### config.mk
export PLATFORM = sky130hd
export DESIGN_NAME = qmms_ctrl
export DESIGN_NICKNAME = d
export VERILOG_FILES = /design/src/rtl/qmms_pkg.sv /design/src/rtl/qmms_ctrl.sv
export SDC_FILE = /design/constraint.sdc
export NUM_CORES = 1
export LEC_CHECK = 0
export ABC_AREA = 1
export BUFFER_PORTS_ARGS = -buffer_cell sky130_fd_sc_hd__buf_2
export CAP_MARGIN = 20
export CORE_MARGIN = 2
export CORE_UTILIZATION = 30
export CTS_CLUSTER_DIAMETER = 30
export CTS_CLUSTER_SIZE = 12
export DETAILED_ROUTE_END_ITERATION = 10
export MAX_ROUTING_LAYER = met4
export SLEW_MARGIN = 20
export SYNTH_ARGS = -nofsm -noshare
export SYNTH_HDL_FRONTEND = slang
export SYNTH_SLANG_ARGS = --single-unit
### constraint.sdc
create_clock -name clk -period 3.7 [get_ports clk]
set_clock_uncertainty 0.1 [all_clocks]
set_input_delay 0.185 -clock clk [delete_from_list [all_inputs] [get_ports clk]]
set_output_delay 0.185 -clock clk [all_outputs]
set_load 0.01 [all_outputs]
### src/rtl/qmms_pkg.sv
// ----------------------------------------------------------------------------
// qmms_pkg
// Shared types and constants for the quad motor mixer and smoother.
// ----------------------------------------------------------------------------
package qmms_pkg;

    // Width of a motor duty value and of the stored speeds
    localparam int DUTY_BITS  = 12;

    localparam int RAW_W      = 12;
    localparam int CORR_W     = 16;
    localparam int LIMIT_W    = 12;
    localparam int FACTOR_W   = 16;
    localparam int MASK_W     = 4;
    localparam int REQ_W      = 2;
    localparam int CFG_DATA_W = 16;
    localparam int CFG_IDX_W  = 2;

    localparam int MOTORS     = 4;
    localparam int MIDX_W     = $clog2(MOTORS);
    localparam int SM_CNT_W   = $clog2(MOTORS + 1);

    // Request codes
    localparam logic [REQ_W-1:0] REQ_MIX    = 2'd0;
    localparam logic [REQ_W-1:0] REQ_STOP   = 2'd1;
    localparam logic [REQ_W-1:0] REQ_DIRECT = 2'd2;

    // Configuration register indexes
    localparam logic [CFG_IDX_W-1:0] CFG_SPEED_LIMIT = 2'd0;
    localparam logic [CFG_IDX_W-1:0] CFG_RC_MODE     = 2'd1;
    localparam logic [CFG_IDX_W-1:0] CFG_SMOOTHING   = 2'd2;

    localparam logic [LIMIT_W-1:0]  LIMIT_RESET  = 12'd750;
    localparam logic [FACTOR_W-1:0] FACTOR_RESET = 16'd9830;

    // RC throttle map: (raw - RC_LOW) * L / RC_SPAN
    localparam int RC_LOW   = 50;
    localparam int RC_SPAN  = 974;
    localparam int PROD_W   = RAW_W + LIMIT_W;      // (raw - 50) * L
    localparam int RECIP_SH = 34;
    localparam logic [24:0] RECIP = 25'd17638469;   // floor(2^34 / 974)
    localparam int Q_W      = 15;                   // quotient stays below 2^15

    // Shared multiplier operand width (signed)
    localparam int MUL_W    = 26;

    localparam int CMP_W    = (DUTY_BITS > Q_W) ? DUTY_BITS : Q_W;
    localparam int SUM_W    = ((DUTY_BITS + 4 > CORR_W) ? DUTY_BITS + 4 : CORR_W) + 3;
    localparam int NUM_W    = DUTY_BITS + FACTOR_W + 2;

    typedef struct packed {
        logic [REQ_W-1:0]         req_type;
        logic [RAW_W-1:0]         throttle_in;
        logic signed [CORR_W-1:0] roll_corr;
        logic signed [CORR_W-1:0] pitch_corr;
        logic signed [CORR_W-1:0] yaw_corr;
        logic [RAW_W-1:0]         direct_speed_1;
        logic [RAW_W-1:0]         direct_speed_2;
        logic [RAW_W-1:0]         direct_speed_3;
        logic [RAW_W-1:0]         direct_speed_4;
        logic [MASK_W-1:0]        motor_mask;
    } mix_in_t;

    typedef struct packed {
        logic [DUTY_BITS-1:0] duty_1;
        logic [DUTY_BITS-1:0] duty_2;
        logic [DUTY_BITS-1:0] duty_3;
        logic [DUTY_BITS-1:0] duty_4;
    } mix_out_t;

    // Controller to datapath
    typedef struct packed {
        logic              load_item;
        logic              thr_mul;
        logic              thr_div;
        logic              thr_fix;
        logic              mix;
        logic              sm_mul;
        logic [MIDX_W-1:0] sm_idx;
        logic              sm_wr;
        logic [MIDX_W-1:0] wr_idx;
        logic              direct;
        logic              rsp_load;
    } dp_cmd_t;

    // Datapath to controller
    typedef struct packed {
        logic rc_mode;
        logic rsp_free;
    } dp_status_t;

endpackage

### src/rtl/qmms_ctrl.sv
// ----------------------------------------------------------------------------
// qmms_ctrl
// Sequencer: throttle map, mix, four smoothing steps, direct write, result transfer.
// ----------------------------------------------------------------------------
module qmms_ctrl (
    input  logic                          clk,
    input  logic                          rst_n,
    input  logic                          req_valid,
    input  logic [qmms_pkg::REQ_W-1:0]    req_type,
    output logic                          req_stall,
    input  qmms_pkg::dp_status_t          status,
    output qmms_pkg::dp_cmd_t             cmd
);
    import qmms_pkg::*;

    typedef enum logic [7:0] {
        S_IDLE    = 8'b0000_0001,
        S_THR_MUL = 8'b0000_0010,
        S_THR_DIV = 8'b0000_0100,
        S_THR_FIX = 8'b0000_1000,
        S_MIX     = 8'b0001_0000,
        S_SMOOTH  = 8'b0010_0000,
        S_DIRECT  = 8'b0100_0000,
        S_DONE    = 8'b1000_0000
    } state_t;

    localparam logic [SM_CNT_W-1:0] SM_LAST = SM_CNT_W'(MOTORS);

    state_t              state_reg;
    state_t              state_next;
    logic [SM_CNT_W-1:0] cnt_reg;
    logic [SM_CNT_W-1:0] cnt_next;

    always_ff @(posedge clk or negedge rst_n)
    begin
        if (!rst_n)
        begin
            state_reg <= S_IDLE;
            cnt_reg   <= '0;
        end
        else
        begin
            state_reg <= state_next;
            cnt_reg   <= cnt_next;
        end
    end

    always_comb
    begin
        state_next = state_reg;
        cnt_next   = cnt_reg;
        cmd        = '0;
        unique case (state_reg)
            S_IDLE:
            begin
                if (req_valid)
                begin
                    cmd.load_item = 1'b1;
                    unique case (req_type)
                        REQ_MIX:    state_next = status.rc_mode ? S_THR_MUL : S_MIX;
                        REQ_STOP:   state_next = S_MIX;
                        REQ_DIRECT: state_next = S_DIRECT;
                        default:    state_next = S_DONE;
                    endcase
                end
            end
            S_THR_MUL:
            begin
                cmd.thr_mul = 1'b1;
                state_next  = S_THR_DIV;
            end
            S_THR_DIV:
            begin
                cmd.thr_div = 1'b1;
                state_next  = S_THR_FIX;
            end
            S_THR_FIX:
            begin
                cmd.thr_fix = 1'b1;
                state_next  = S_MIX;
            end
            S_MIX:
            begin
                cmd.mix    = 1'b1;
                cnt_next   = '0;
                state_next = S_SMOOTH;
            end
            S_SMOOTH:
            begin
                // multiply motor n while writing back motor n-1
                if (cnt_reg != SM_LAST)
                begin
                    cmd.sm_mul = 1'b1;
                    cmd.sm_idx = cnt_reg[MIDX_W-1:0];
                end
                if (cnt_reg != '0)
                begin
                    cmd.sm_wr  = 1'b1;
                    cmd.wr_idx = MIDX_W'(cnt_reg - SM_CNT_W'(1));
                end
                if (cnt_reg == SM_LAST)
                begin
                    state_next = S_DONE;
                end
                else
                begin
                    cnt_next = cnt_reg + SM_CNT_W'(1);
                end
            end
            S_DIRECT:
            begin
                cmd.direct = 1'b1;
                state_next = S_DONE;
            end
            S_DONE:
            begin
                if (status.rsp_free)
                begin
                    cmd.rsp_load = 1'b1;
                    state_next   = S_IDLE;
                end
            end
            default:
            begin
                state_next = S_IDLE;
            end
        endcase
    end

    assign req_stall = (state_reg != S_IDLE);

    a_accept_busy: assert property (@(posedge clk) disable iff (!rst_n)
        (req_valid && !req_stall) |=> (state_reg != S_IDLE))
        else $error("transfer accepted but sequencer stayed idle");

    a_cnt_range: assert property (@(posedge clk) disable iff (!rst_n)
        (state_reg == S_SMOOTH) |-> (cnt_reg <= SM_LAST))
        else $error("smoothing counter out of range");

    a_load_done: assert property (@(posedge clk) disable iff (!rst_n)
        cmd.rsp_load |-> (state_reg == S_DONE) && status.rsp_free)
        else $error("result loaded outside the done state");

endmodule

==> results.md <==
| Parameter | Reported | Unit |
| --- | --- | --- |
| Outcome | complete, no violations | - |
| Library cell appearing most often on the critical path | sky130_fd_sc_hd__nor2_4 | - |
| CP peak stage delay | 420 | ps |
| Sequential-to-total area share from yosys stat | 37.0 | % |
| Critical-path maximum fanout | 5 | - |
| Residual DRC | 0 | - |
| Gpl congestion | 0.735 | - |
| Total Negative Setup Slacks | 0 | ps |
| Flip-flop count of the largest register, all copies and words added | 8 | - |
| Largest net degree at the start of global routing | 12 | - |
| Cells along the critical path | nor2_4, nand2_4, nor2_4, o21ai_0, a21oi_1, buf_2 | - |
| Max_slew headroom | 80.8 | % |
| Most used flip-flop cell after synthesis | sky130_fd_sc_hd__dfrtp_1 | - |
| RR Startpoint | state_reg[0] | - |
| Cell area after synthesis | 748 | µm² |
| Maximum clock frequency | 0.543 | GHz |
| Crit path buffers/inverters | 1 | - |
| Die outline area | 0.00291 | mm² |
| Total routed wirelength | 1.49 | mm |
| Total CTS buffers | 3 | - |
| Placed cells | 151 | - |
| Clock Tree Root | sky130_fd_sc_hd__clkbuf_4 | - |
| Initial Util | 31.0 | % |
| Vias per inst | 4.28 | - |
| Initial detailed-routing violation count | 8 | - |
| Row Count | 18 | - |
| Wire length of the first global-routing pass | 2.62 | mm |
| Worst hold path stage count | 2 | - |
| Number of violations of the max-capacitance limit | 0 | - |
| Half-perimeter wire length after detailed placement | 1.25 | mm |
| Count of flip-flops with a built-in enable after synthesis | 0 | - |
| Clk sinks | 11 | - |
| Final Hold Slack | 11.4 | ps |
| Setup slack after layout | 1860 | ps |
| Final setup violation count | 0 | - |
| Critical hold path startpoint | req_type[1] | - |
| Worst-margin pin slew | 285 | ps |
| Hold endpoint | state_reg[1] | - |
| Routed vias | 667 | - |
| Antenna violation net count after detailed routing | 0 | - |
| Post-layout util | 38.0 | % |
| Commonest non-fill, non-tap cell in the layout | sky130_fd_sc_hd__nor2_1 | - |
| Number of antenna violations at the first check in global routing | 0 | - |
| Number of top-level pins | 21 | - |
| TritonCTS clock tree | done | - |
| Critical-path cell with the highest stage delay | sky130_fd_sc_hd__dfrtp_1 | - |
| P_leak | 0.550 | nW |
| Required arrival time at the worst endpoint | 3410 | ps |
| Latest clock arrival within the worst-skew pair | 270 | ps |
| Final instance count without filler cells | 156 | - |
| Max rail drop VDD | 0.305 | mV |
| Total Nets Final | 136 | - |
| Number of synthesized register bits | 11 | - |
| Power Dens Cells | 600 | mW/mm² |
| Leading cell types in the layout, fill and taps excluded | sky130_fd_sc_hd__nor2_1 (22), sky130_fd_sc_hd__inv_1 (21), sky130_fd_sc_hd__buf_2 (20), sky130_fd_sc_hd__nand2_1 (18), sky130_fd_sc_hd__dfrtp_1 (10) | - |
| Count of filler cells inserted in the layout | 258 | - |
| Core footprint | 0.00241 | mm² |
| Syn_area_per_cell | 7.34 | µm² |
| Category of the worst setup path capture point | output port | - |
| Height of the die | 53.9 | µm |
| Buffers inserted during post-CTS setup optimization | 0 | - |
| Final number of max-transition violations | 0 | - |
| Synth async-reset ratio | 100 | % |
| Critical R2R Capture | state_reg[7] | - |
| Longest Clk Path Bufs | 2 | - |
| Area delta synth->final | 22.4 | % |
| Final critical path time including I/O delays and setup | 1840 | ps |
| Unrepaired setup endpoints after global routing | no | - |
| Synthesized netlist net count | 111 | - |
| Hold Violations, Final | 0 | - |
| Cells after Synth | 102 | - |
| Global-route usage over all layers | 13.1 | % |
| Port buffer count | 20 | - |
| Kind of cell adding the most delay to the critical path | simple AND/OR/NAND/NOR gates | - |
| Number of global-route vias before repair | 641 | - |
| Slack of the worst reg-to-reg path | 2250 | ps |
| Number of H-tree levels | 1 | - |
| Proportion of layout cells with a drive suffix above 1 | 30.2 | % |
| Clock edge transition at the registers on the reported setup and hold paths | 70 | ps |
| Post-placement worst setup slack | 2140 | ps |
| Endpoint arrival time on the critical path | 1560 | ps |
| Wirelength per Cell | 9.56 | µm |
| Sum of overflow across all layers after global routing | 0 | - |
| First-pass iteration count of the detailed router | 4 | - |
| Final worst path period share | 49.7 | % |
| Die X | 53.9 | µm |
| Number of synthesis warnings | 0 | - |
| Number of cell instances on the worst register-to-register path | 7 | - |
| Worst Setup Path Type | reg2out | - |
| Startpoint kind of the worst setup timing path | flip-flop | - |
| Distinct cell type count of the synthesized netlist | 23 | - |
| Antenna diode count | 0 | - |
| Class of the worst hold path | in2reg | - |
## synthesized netlist by cell type, types with 2 or more instances
cell / count / area share [%]
sky130_fd_sc_hd__o21ai_0: 3 / 2.0
sky130_fd_sc_hd__nor2_4: 4 / 6.0
sky130_fd_sc_hd__nand3_1: 4 / 2.7
sky130_fd_sc_hd__ha_1: 2 / 3.3
sky130_fd_sc_hd__dfrtp_1: 10 / 33
sky130_fd_sc_hd__nand2_2: 2 / 1.7
sky130_fd_sc_hd__nor2_1: 22 / 11
sky130_fd_sc_hd__nand2_1: 18 / 9.0
sky130_fd_sc_hd__inv_1: 21 / 11
sky130_fd_sc_hd__nand2_4: 2 / 3.0
sky130_fd_sc_hd__nor3_1: 2 / 1.3
## cell type report
type / count / area, µm² / area share [%]
timing repair buffer: 21 / 110 / 12.0
inverter: 21 / 78.8 / 8.61
clock buffer: 3 / 22.5 / 2.46
multi-input combinational: 69 / 385 / 42.1
clock inverter: 1 / 5.00 / 0.546
tap: 30 / 37.5 / 4.10
sequential: 11 / 277 / 30.2
## where the power goes
group	leakage (nW)	total (mW)	internal, mW	switching, mW
clock	0.0177	0.0836	0.0400	0.0436
combinational	0.385	0.284	0.101	0.183
sequential	0.148	0.182	0.154	0.0280
total	0.550	0.550	0.295	0.255
## through the flow
step | instance area, µm² | power [mW]
2_1_floorplan | 748 | 0.396
3_3_place_gp | 878 | 0.465
3_5_place_dp | 878 | 0.469
4_1_cts | 916 | 0.556
5_1_grt | 916 | 0.610
6_report | 916 | 0.550
## cells by family (layout without fill, tap and decap cells)
family / after synthesis / after routing / share of synthesized area [%]
adders and majority gates: 2 / 2 / 3.34
buffers and inverters: 22 / 46 / 11.5
AOI/OAI and AO/OA: 6 / 6 / 4.85
DFF: 11 / 11 / 37.0
and+or+nand+nor: 61 / 61 / 43.3
## worst max-delay path by stage
stage,to,from,cells after the start
floorplan,cmd[3],state_reg[2],5
global placement,cmd[3],state_reg[2],6
detailed placement,cmd[3],state_reg[2],6
CTS,cmd[3],state_reg[2],6
global route,cmd[3],state_reg[2],6
finish,cmd[3],state_reg[2],6
## timing repair
item                                   CTS  global route
hold buffers                             1             0
resized for setup                        0             0
endpoints found under the hold margin   11             0
## layer usage
layer  share of wire (%)  track usage [%]  vias up
met2                  44             19.7       16
met5                   0                -        -
met3                 4.4             1.11        4
li1                    -                -      358
met1                  49             16.5      289
met4                 2.6             8.97        0
## worst reg2reg max path, delay by kind of cell (launching register included)
kind	cells	cell delay, ps
buf+inv	1	50
simple gates	6	630
flops	1	570
Note: power is estimated with default switching activity, not from simulation.
