`src/rtl/qmms_pkg.sv`:
```
// ----------------------------------------------------------------------------
// qmms_pkg
// Shared types and constants for the quad motor mixer and smoother.
// ----------------------------------------------------------------------------
package qmms_pkg;

    // Width of a motor duty value and of the stored speeds
    localparam int DUTY_BITS  = 12;

    localparam int RAW_W      = 12;
    localparam int CORR_W     = 16;
    localparam int LIMIT_W    = 12;
    localparam int FACTOR_W   = 16;
    localparam int MASK_W     = 4;
    localparam int REQ_W      = 2;
    localparam int CFG_DATA_W = 16;
    localparam int CFG_IDX_W  = 2;

    localparam int MOTORS     = 4;
    localparam int MIDX_W     = $clog2(MOTORS);
    localparam int SM_CNT_W   = $clog2(MOTORS + 1);

    // Request codes
    localparam logic [REQ_W-1:0] REQ_MIX    = 2'd0;
    localparam logic [REQ_W-1:0] REQ_STOP   = 2'd1;
    localparam logic [REQ_W-1:0] REQ_DIRECT = 2'd2;

    // Configuration register indexes
    localparam logic [CFG_IDX_W-1:0] CFG_SPEED_LIMIT = 2'd0;
    localparam logic [CFG_IDX_W-1:0] CFG_RC_MODE     = 2'd1;
    localparam logic [CFG_IDX_W-1:0] CFG_SMOOTHING   = 2'd2;

    localparam logic [LIMIT_W-1:0]  LIMIT_RESET  = 12'd750;
    localparam logic [FACTOR_W-1:0] FACTOR_RESET = 16'd9830;

    // RC throttle map: (raw - RC_LOW) * L / RC_SPAN
    localparam int RC_LOW   = 50;
    localparam int RC_SPAN  = 974;
    localparam int PROD_W   = RAW_W + LIMIT_W;      // (raw - 50) * L
    localparam int RECIP_SH = 34;
    localparam logic [24:0] RECIP = 25'd17638469;   // floor(2^34 / 974)
    localparam int Q_W      = 15;                   // quotient stays below 2^15

    // Shared multiplier operand width (signed)
    localparam int MUL_W    = 26;

    localparam int CMP_W    = (DUTY_BITS > Q_W) ? DUTY_BITS : Q_W;
    localparam int SUM_W    = ((DUTY_BITS + 4 > CORR_W) ? DUTY_BITS + 4 : CORR_W) + 3;
    localparam int NUM_W    = DUTY_BITS + FACTOR_W + 2;

    typedef struct packed {
        logic [REQ_W-1:0]         req_type;
        logic [RAW_W-1:0]         throttle_in;
        logic signed [CORR_W-1:0] roll_corr;
        logic signed [CORR_W-1:0] pitch_corr;
        logic signed [CORR_W-1:0] yaw_corr;
        logic [RAW_W-1:0]         direct_speed_1;
        logic [RAW_W-1:0]         direct_speed_2;
        logic [RAW_W-1:0]         direct_speed_3;
        logic [RAW_W-1:0]         direct_speed_4;
        logic [MASK_W-1:0]        motor_mask;
    } mix_in_t;

    typedef struct packed {
        logic [DUTY_BITS-1:0] duty_1;
        logic [DUTY_BITS-1:0] duty_2;
        logic [DUTY_BITS-1:0] duty_3;
        logic [DUTY_BITS-1:0] duty_4;
    } mix_out_t;

    // Controller to datapath
    typedef struct packed {
        logic              load_item;
        logic              thr_mul;
        logic              thr_div;
        logic              thr_fix;
        logic              mix;
        logic              sm_mul;
        logic [MIDX_W-1:0] sm_idx;
        logic              sm_wr;
        logic [MIDX_W-1:0] wr_idx;
        logic              direct;
        logic              rsp_load;
    } dp_cmd_t;

    // Datapath to controller
    typedef struct packed {
        logic rc_mode;
        logic rsp_free;
    } dp_status_t;

endpackage

```
`src/rtl/qmms_mul.sv`:
```
// ----------------------------------------------------------------------------
// qmms_mul
// Shared signed multiplier with a registered product.
// ----------------------------------------------------------------------------
module qmms_mul (
    input  logic                                clk,
    input  logic                                en,
    input  logic signed [qmms_pkg::MUL_W-1:0]   a,
    input  logic signed [qmms_pkg::MUL_W-1:0]   b,
    output logic signed [2*qmms_pkg::MUL_W-1:0] p
);
    import qmms_pkg::*;

    logic signed [2*MUL_W-1:0] p_reg;

    always_ff @(posedge clk)
    begin
        if (en)
        begin
            p_reg <= a * b;
        end
    end

    assign p = p_reg;

endmodule

```
`src/rtl/qmms_datapath.sv`:
```
// ----------------------------------------------------------------------------
// qmms_datapath
// Config registers, throttle map, mixing, smoothing, speeds, result register.
// ----------------------------------------------------------------------------
module qmms_datapath (
    input  logic                             clk,
    input  logic                             rst_n,
    input  qmms_pkg::mix_in_t                req_data,
    input  logic                             cfg_we,
    input  logic [qmms_pkg::CFG_IDX_W-1:0]   cfg_index,
    input  logic [qmms_pkg::CFG_DATA_W-1:0]  cfg_data,
    input  qmms_pkg::dp_cmd_t                cmd,
    output qmms_pkg::dp_status_t             status,
    input  logic                             rsp_stall,
    output logic                             rsp_valid,
    output qmms_pkg::mix_out_t               rsp_data
);
    import qmms_pkg::*;

    localparam logic [CMP_W-1:0] DUTY_MAX_C = CMP_W'((1 << DUTY_BITS) - 1);

    // config
    logic [LIMIT_W-1:0]   speed_limit_reg;
    logic                 rc_mode_reg;
    logic [FACTOR_W-1:0]  factor_reg;

    mix_in_t              item_reg;
    logic [PROD_W-1:0]    x_reg;
    logic [Q_W-1:0]       quot_reg;
    logic [Q_W-1:0]       quot_next;
    logic [DUTY_BITS-1:0] tgt_reg   [MOTORS];
    logic [DUTY_BITS-1:0] speed_reg [MOTORS];
    logic [DUTY_BITS-1:0] cur_reg;
    logic                 rsp_valid_reg;
    mix_out_t             rsp_data_reg;

    logic [DUTY_BITS-1:0] lim;
    logic [CMP_W-1:0]     lim_w;
    logic [RAW_W-1:0]     raw_off;

    logic                      mul_en;
    logic signed [MUL_W-1:0]   mul_a;
    logic signed [MUL_W-1:0]   mul_b;
    logic signed [2*MUL_W-1:0] p_reg;

    logic [Q_W-1:0]       q0;
    logic [PROD_W:0]      qm;
    logic [PROD_W:0]      rem;

    logic [DUTY_BITS-1:0]    thr;
    logic signed [SUM_W-1:0] base;
    logic signed [SUM_W-1:0] top;
    logic signed [SUM_W-1:0] r_c;
    logic signed [SUM_W-1:0] p_c;
    logic signed [SUM_W-1:0] y_c;
    logic signed [SUM_W-1:0] mix_sum [MOTORS];

    logic [DUTY_BITS-1:0]      cur_sel;
    logic [DUTY_BITS-1:0]      tgt_sel;
    logic signed [DUTY_BITS:0] diff;
    logic signed [NUM_W-1:0]   num;
    logic [DUTY_BITS:0]        v;
    logic [DUTY_BITS-1:0]      smooth_val;

    logic [RAW_W-1:0]     dsrc   [MOTORS];
    logic [DUTY_BITS-1:0] dclamp [MOTORS];

    function automatic logic [DUTY_BITS-1:0] clamp_tgt(
        input logic signed [SUM_W-1:0] s,
        input logic signed [SUM_W-1:0] hi
    );
        logic signed [SUM_W-1:0] c;
        begin
            c = s;
            if (s < 0)
            begin
                c = '0;
            end
            else if (s > hi)
            begin
                c = hi;
            end
            return c[DUTY_BITS+3:4];
        end
    endfunction

    // ---- configuration ----
    always_ff @(posedge clk or negedge rst_n)
    begin
        if (!rst_n)
        begin
            speed_limit_reg <= LIMIT_RESET;
            rc_mode_reg     <= 1'b0;
            factor_reg      <= FACTOR_RESET;
        end
        else if (cfg_we)
        begin
            unique case (cfg_index)
                CFG_SPEED_LIMIT: speed_limit_reg <= cfg_data[LIMIT_W-1:0];
                CFG_RC_MODE:     rc_mode_reg     <= cfg_data[0];
                CFG_SMOOTHING:   factor_reg      <= cfg_data[FACTOR_W-1:0];
                default:         ;
            endcase
        end
    end

    // effective limit
    always_comb
    begin
        if (CMP_W'(speed_limit_reg) > DUTY_MAX_C)
        begin
            lim = DUTY_BITS'(DUTY_MAX_C);
        end
        else
        begin
            lim = DUTY_BITS'(CMP_W'(speed_limit_reg));
        end
    end

    assign lim_w   = CMP_W'(lim);
    assign raw_off = item_reg.throttle_in - RAW_W'(RC_LOW);

    // ---- item latch ----
    always_ff @(posedge clk)
    begin
        if (cmd.load_item)
        begin
            item_reg <= req_data;
        end
    end

    // ---- shared multiplier ----
    assign cur_sel = speed_reg[cmd.sm_idx];
    assign tgt_sel = tgt_reg[cmd.sm_idx];
    assign diff    = signed'({1'b0, tgt_sel}) - signed'({1'b0, cur_sel});

    always_comb
    begin
        mul_en = cmd.thr_mul | cmd.thr_div | cmd.sm_mul;
        mul_a  = '0;
        mul_b  = '0;
        if (cmd.thr_mul)
        begin
            mul_a = MUL_W'(raw_off);
            mul_b = MUL_W'(lim);
        end
        else if (cmd.thr_div)
        begin
            mul_a = MUL_W'(p_reg[PROD_W-1:0]);
            mul_b = MUL_W'(RECIP);
        end
        else if (cmd.sm_mul)
        begin
            mul_a = MUL_W'(diff);
            mul_b = MUL_W'(factor_reg);
        end
    end

    qmms_mul u_mul (
        .clk (clk),
        .en  (mul_en),
        .a   (mul_a),
        .b   (mul_b),
        .p   (p_reg)
    );

    // ---- divide by 974: reciprocal estimate, one correction ----
    assign q0        = p_reg[RECIP_SH +: Q_W];
    assign qm        = (PROD_W+1)'(q0) * (PROD_W+1)'(RC_SPAN);
    assign rem       = {1'b0, x_reg} - qm;
    assign quot_next = (rem >= (PROD_W+1)'(RC_SPAN)) ? q0 + Q_W'(1) : q0;

    always_ff @(posedge clk)
    begin
        if (cmd.thr_div)
        begin
            x_reg <= p_reg[PROD_W-1:0];
        end
        if (cmd.thr_fix)
        begin
            quot_reg <= quot_next;
        end
    end

    // ---- throttle and mixing ----
    always_comb
    begin
        thr = '0;
        if (item_reg.req_type == REQ_MIX)
        begin
            if (rc_mode_reg)
            begin
                if (item_reg.throttle_in < RAW_W'(RC_LOW))
                begin
                    thr = '0;
                end
                else if (CMP_W'(quot_reg) > lim_w)
                begin
                    thr = lim;
                end
                else
                begin
                    thr = DUTY_BITS'(CMP_W'(quot_reg));
                end
            end
            else if (CMP_W'(item_reg.throttle_in) > lim_w)
            begin
                thr = lim;
            end
            else
            begin
                thr = DUTY_BITS'(CMP_W'(item_reg.throttle_in));
            end
        end
    end

    assign base = signed'(SUM_W'({thr, 4'b0000}));
    assign top  = signed'(SUM_W'({lim, 4'b0000}));
    assign r_c  = SUM_W'(item_reg.roll_corr);
    assign p_c  = SUM_W'(item_reg.pitch_corr);
    assign y_c  = SUM_W'(item_reg.yaw_corr);

    // X frame signs
    assign mix_sum[0] = base - r_c + p_c - y_c;
    assign mix_sum[1] = base + r_c + p_c + y_c;
    assign mix_sum[2] = base + r_c - p_c - y_c;
    assign mix_sum[3] = base - r_c - p_c + y_c;

    always_ff @(posedge clk)
    begin
        if (cmd.mix)
        begin
            for (int i = 0; i < MOTORS; i++)
            begin
                tgt_reg[i] <= (thr == '0) ? '0 : clamp_tgt(mix_sum[i], top);
            end
        end
        if (cmd.sm_mul)
        begin
            cur_reg <= cur_sel;
        end
    end

    // ---- smoothing write-back: cur + f*(tgt-cur)/2^16, floor, clamped to [0, limit] ----
    assign num = signed'(NUM_W'({cur_reg, {FACTOR_W{1'b0}}})) + signed'(p_reg[NUM_W-1:0]);
    assign v   = num[FACTOR_W +: DUTY_BITS+1];

    always_comb
    begin
        if (num < 0)
        begin
            smooth_val = '0;
        end
        else if (v > {1'b0, lim})
        begin
            smooth_val = lim;
        end
        else
        begin
            smooth_val = v[DUTY_BITS-1:0];
        end
    end

    // ---- direct write ----
    assign dsrc[0] = item_reg.direct_speed_1;
    assign dsrc[1] = item_reg.direct_speed_2;
    assign dsrc[2] = item_reg.direct_speed_3;
    assign dsrc[3] = item_reg.direct_speed_4;

    always_comb
    begin
        for (int i = 0; i < MOTORS; i++)
        begin
            if (CMP_W'(dsrc[i]) > lim_w)
            begin
                dclamp[i] = lim;
            end
            else
            begin
                dclamp[i] = DUTY_BITS'(CMP_W'(dsrc[i]));
            end
        end
    end

    // ---- motor speeds ----
    always_ff @(posedge clk or negedge rst_n)
    begin
        if (!rst_n)
        begin
            for (int i = 0; i < MOTORS; i++)
            begin
                speed_reg[i] <= '0;
            end
        end
        else
        begin
            for (int i = 0; i < MOTORS; i++)
            begin
                if (cmd.sm_wr && (cmd.wr_idx == MIDX_W'(i)))
                begin
                    speed_reg[i] <= smooth_val;
                end
                else if (cmd.direct && item_reg.motor_mask[i])
                begin
                    speed_reg[i] <= dclamp[i];
                end
            end
        end
    end

    // ---- result register ----
    always_ff @(posedge clk or negedge rst_n)
    begin
        if (!rst_n)
        begin
            rsp_valid_reg <= 1'b0;
        end
        else if (cmd.rsp_load)
        begin
            rsp_valid_reg <= 1'b1;
        end
        else if (rsp_valid_reg && !rsp_stall)
        begin
            rsp_valid_reg <= 1'b0;
        end
    end

    always_ff @(posedge clk)
    begin
        if (cmd.rsp_load)
        begin
            rsp_data_reg.duty_1 <= speed_reg[0];
            rsp_data_reg.duty_2 <= speed_reg[1];
            rsp_data_reg.duty_3 <= speed_reg[2];
            rsp_data_reg.duty_4 <= speed_reg[3];
        end
    end

    assign rsp_valid        = rsp_valid_reg;
    assign rsp_data         = rsp_data_reg;
    assign status.rc_mode   = rc_mode_reg;
    assign status.rsp_free  = !rsp_valid_reg || !rsp_stall;

    // ---- checks ----
    a_div_exact: assert property (@(posedge clk) disable iff (!rst_n)
        cmd.thr_fix |=>
            (((PROD_W+1)'(quot_reg) * (PROD_W+1)'(RC_SPAN)) <= {1'b0, x_reg}) &&
            (({1'b0, x_reg} - (PROD_W+1)'(quot_reg) * (PROD_W+1)'(RC_SPAN))
                < (PROD_W+1)'(RC_SPAN)))
        else $error("throttle quotient off by more than the correction");

    a_no_overwrite: assert property (@(posedge clk) disable iff (!rst_n)
        cmd.rsp_load |-> (!rsp_valid_reg || !rsp_stall))
        else $error("result register overwritten while held");

    a_rsp_snapshot: assert property (@(posedge clk) disable iff (!rst_n)
        cmd.rsp_load |=> rsp_valid_reg && (rsp_data_reg.duty_1 == $past(speed_reg[0]))
                         && (rsp_data_reg.duty_4 == $past(speed_reg[3])))
        else $error("result does not match stored speeds");

endmodule

```
`config.mk`:
```
export PLATFORM = sky130hd
export DESIGN_NAME = qmms_datapath
export DESIGN_NICKNAME = d
export VERILOG_FILES = /design/src/rtl/qmms_pkg.sv /design/src/rtl/qmms_mul.sv /design/src/rtl/qmms_datapath.sv
export SDC_FILE = /design/constraint.sdc
export NUM_CORES = 2
export LEC_CHECK = 0
export BUFFER_PORTS_ARGS = -buffer_cell sky130_fd_sc_hd__buf_4
export CAP_MARGIN = 20
export CORE_ASPECT_RATIO = 1.1
export CORE_MARGIN = 3
export CORE_UTILIZATION = 45
export CTS_CLUSTER_SIZE = 8
export DETAILED_ROUTE_END_ITERATION = 10
export GPL_TIMING_DRIVEN = 0
export PLACE_DENSITY = 0.65
export SYNTH_ARGS = -nofsm -noshare
export SYNTH_HDL_FRONTEND = slang
export SYNTH_SLANG_ARGS = --single-unit
export TNS_END_PERCENT = 30
```
`constraint.sdc`:
```
create_clock -name clk -period 11.4 [get_ports clk]
set_clock_uncertainty 0.1 [all_clocks]
set_input_delay 2.85 -clock clk [delete_from_list [all_inputs] [get_ports clk]]
set_output_delay 2.85 -clock clk [all_outputs]
set_load 0.01 [all_outputs]
```
==> results by group <==
Detailed routing
  • WL final: 156.6 mm
  • Routed Antenna Nets: 0
  • Via count: 38,450
  • DRC: 0
  • Pre-Repair DR Iteration Count: 6
  • Wire per inst: approximately 23 um
  • Vias/cell: 5.716
  • Initial DRC Count: 3,383

Synthesis
  • Yosys warning total: 0
  • Synth Area per Inst: 9.915 um^2
  • Distinct cell type count after synthesis: 94
  • #FFs+latches synth: approximately 380
  • Top FF cell, synth: edfxtp_1
  • Post-synth EDFFs: between 300 and 400
  • Cell Area, Synth: 48,790 um^2
  • Cells after synthesis: about 4,900
  • Sequential share of the synthesized area: 0.2281
  • Synth async-reset ratio: 0.2037

Placed design
  • Placed Area: 52,430 um^2
  • Dpl hpwl: 125.0 mm
  • Routability cong.: roughly 0.97
  • Port Buf Inserts: just under 200

STA
  • Peak Freq: 0.08324 GHz
  • Setup violators final: 18
  • Min cycle time layout: 12,010 ps
  • TNS Setup: -6421 ps
  • Pins Over Slew Limit: 0
  • Final Worst Setup Slack: -613.2 ps
  • Count of final hold-check violations: 0
  • Least-Margin Pin Slew: 1251 ps
  • Period utilisation layout: 1.054
  • Max-slew headroom: 0.1662
  • Unrepaired setup endpoints after global routing: true
  • Hold WS: about 360 ps

Critical path
  • Slowest stage delay, CP: 610 ps
  • Max stage delay cell, worst path: mux4_2
  • Worst reg-to-reg path cell count: 37
  • R2R setup slack: around 380 ps
  • RR Startpoint: lim[3]$_DFFE_PN1P_
  • CP Launch Point: cmd[5]
  • Worst Path Required: 11,650 ps
  • CP endpoint kind: flop
  • End point of the critical path: u_mul.p[46]$_DFFE_PP_
  • Top cell by count, worst path: fa_1
  • Reg-to-Reg End: tgt_reg[3][1]$_SDFFCE_PP0P_
  • CP Class: input pin to flop
  • Crit path max fanout: 10
  • Worst setup SP type: input pin
  • Worst endpoint data arrival time: 12,260 ps

Final layout
  • Area Growth Syn to Fin: 15.25%
  • Reg area: 11,130 um^2
  • Commonest non-fill, non-tap cells in the layout: inv_1, fa_1, ha_1
  • Multi-input logic area: 34,930 um^2
  • Nets: 6,589
  • Fin util: 0.5230
  • Most common cell after layout, fill and taps aside: inv_1
  • Share of post-route cells with drive strength above 1: 0.1259
  • Final-layout fill cell count: 9,721
  • Final Cell Area: 56,230 um^2
  • Max reg flops: 66

CTS
  • Root buf cell: clkbuf_16
  • Cts hold-fix bufs: 0
  • Sink Count: 383
  • CTS buffer count: 56
  • Skew-Pair Late Insertion Delay: 680 ps
  • TritonCTS clock tree: yes
  • Clock-pin slew on the worst setup and hold paths: 50 ps
  • H-tree levels: 2
  • Clock Tree Buf Depth: 3

Die
  • Ports: 200
  • Num rows: 126
  • Full die area: 112,400 um^2
  • Die width: 320.0 um
  • Die Span Y: 351.4 um
  • Initial core utilization: 0.4538
  • Core area: between 100,000 and 150,000 um^2

Global routing
  • Total track usage: 0.2792
  • GRT Residual Overflow: 0
  • First-pass GRT wire length: 236.2 mm
  • Initial antenna violation count: 9
  • Vias in the first global route: 38,670
  • Largest net degree at the start of global routing: 79

Outcome
  • Failing checks: negative setup slack
  • Outcome: finished with violations

Min path
  • Worst Hold Class: flop to flop

Flow run
  • Max-cap violations: 0
==> timing repair <==
action,4_1_cts,5_1_grt
pin swaps,84,53
buffers inserted,54,42
resized for setup,203,71
setup endpoints to repair,76,71
cloned,0,2
==> layout make-up <==
type                    instances  area share
multi-input cells            3523      0.6212
flip-flops and latches        383      0.1979
inverters                     850     0.05734
repair buffers                300     0.04370
well taps                    1408     0.03133
clock buffers                  91     0.02779
plain buffers                 161     0.01800
clock inverters                 6    0.002514
diodes                          5   0.0002225
==> synth_stat cells (31+ instances only) <==
cell | count | share of area
nand3_1 | 59 | 0.0061
nor2b_1 | 48 | 0.0062
o21ai_0 | 143 | 0.015
xnor2_1 | 124 | 0.022
nand2_1 | 342 | 0.026
ha_1 | 531 | 0.14
dfrtp_1 | 64 | 0.033
inv_1 | 849 | 0.065
o221ai_1 | 50 | 0.0090
xor2_1 | 58 | 0.010
o21a_1 | 51 | 0.0078
a211oi_1 | 31 | 0.0048
mux2i_1 | 94 | 0.019
clkbuf_1 | 138 | 0.011
a21o_1 | 94 | 0.014
nand2b_1 | 42 | 0.0054
a21oi_1 | 221 | 0.023
edfxtp_1 | 305 | 0.19
and2_1 | 61 | 0.0078
nor2_1 | 397 | 0.031
nand4_1 | 37 | 0.0047
nor3_1 | 105 | 0.011
fa_1 | 634 | 0.26
==> critical path: cells and delay by family <==
family	cells	cell delay, ps
AND/OR/NAND/NOR	2	200
buffers and inverters	13	1270
AO/OA/AOI/OAI	16	2940
multiplexers	1	610
adder cells (fa/ha/maj)	10	4350
==> stage by stage <==
stage / worst slack, ps / std cells
floorplan: -292.6 / 4925
global route: -890.8 / 6724
detailed placement: -3303 / 6534
CTS: -399.1 / 6681
global placement: -3264 / 6529
finish: -613.2 / 6727
==> worst min path at each step <==
stage	start	endpoint	cells after the start
6_report	u_mul.p[12]$_DFFE_PP_	x_reg[12]$_DFFE_PP_	0
5_1_grt	u_mul.p[12]$_DFFE_PP_	x_reg[12]$_DFFE_PP_	0
4_1_cts	u_mul.p[12]$_DFFE_PP_	x_reg[12]$_DFFE_PP_	0
3_5_place_dp	u_mul.p[14]$_DFFE_PP_	x_reg[14]$_DFFE_PP_	0
3_3_place_gp	u_mul.p[14]$_DFFE_PP_	x_reg[14]$_DFFE_PP_	0
2_1_floorplan	u_mul.p[10]$_DFFE_PP_	x_reg[10]$_DFFE_PP_	0
==> routing by layer <==
metal	vias to the layer above	GRT usage	share of wire
met4	4	0.1254	0.056
met5	-	0	0.00017
met1	19040	0.3740	0.40
met3	403	0.05305	0.091
met2	1805	0.4428	0.45
li1	17210	-	-
==> cells by family (layout without fill, tap and decap cells) <==
logic type / after synthesis / count (layout) / synth area share
compound gates: 834 / 834 / 0.1150
xor+xnor: 182 / 182 / 0.03267
fa+ha+maj: 1165 / 1165 / 0.3963
buf+inv: 1019 / 1408 / 0.07929
flops: 383 / 383 / 0.2281
mux: 137 / 137 / 0.03482
other cells: 1 / 10 / 0.00007686
simple gates: 1200 / 1200 / 0.1138
Power is not shown: default switching activity piles up to over one toggle a cycle in this logic, so the estimate is an artifact.
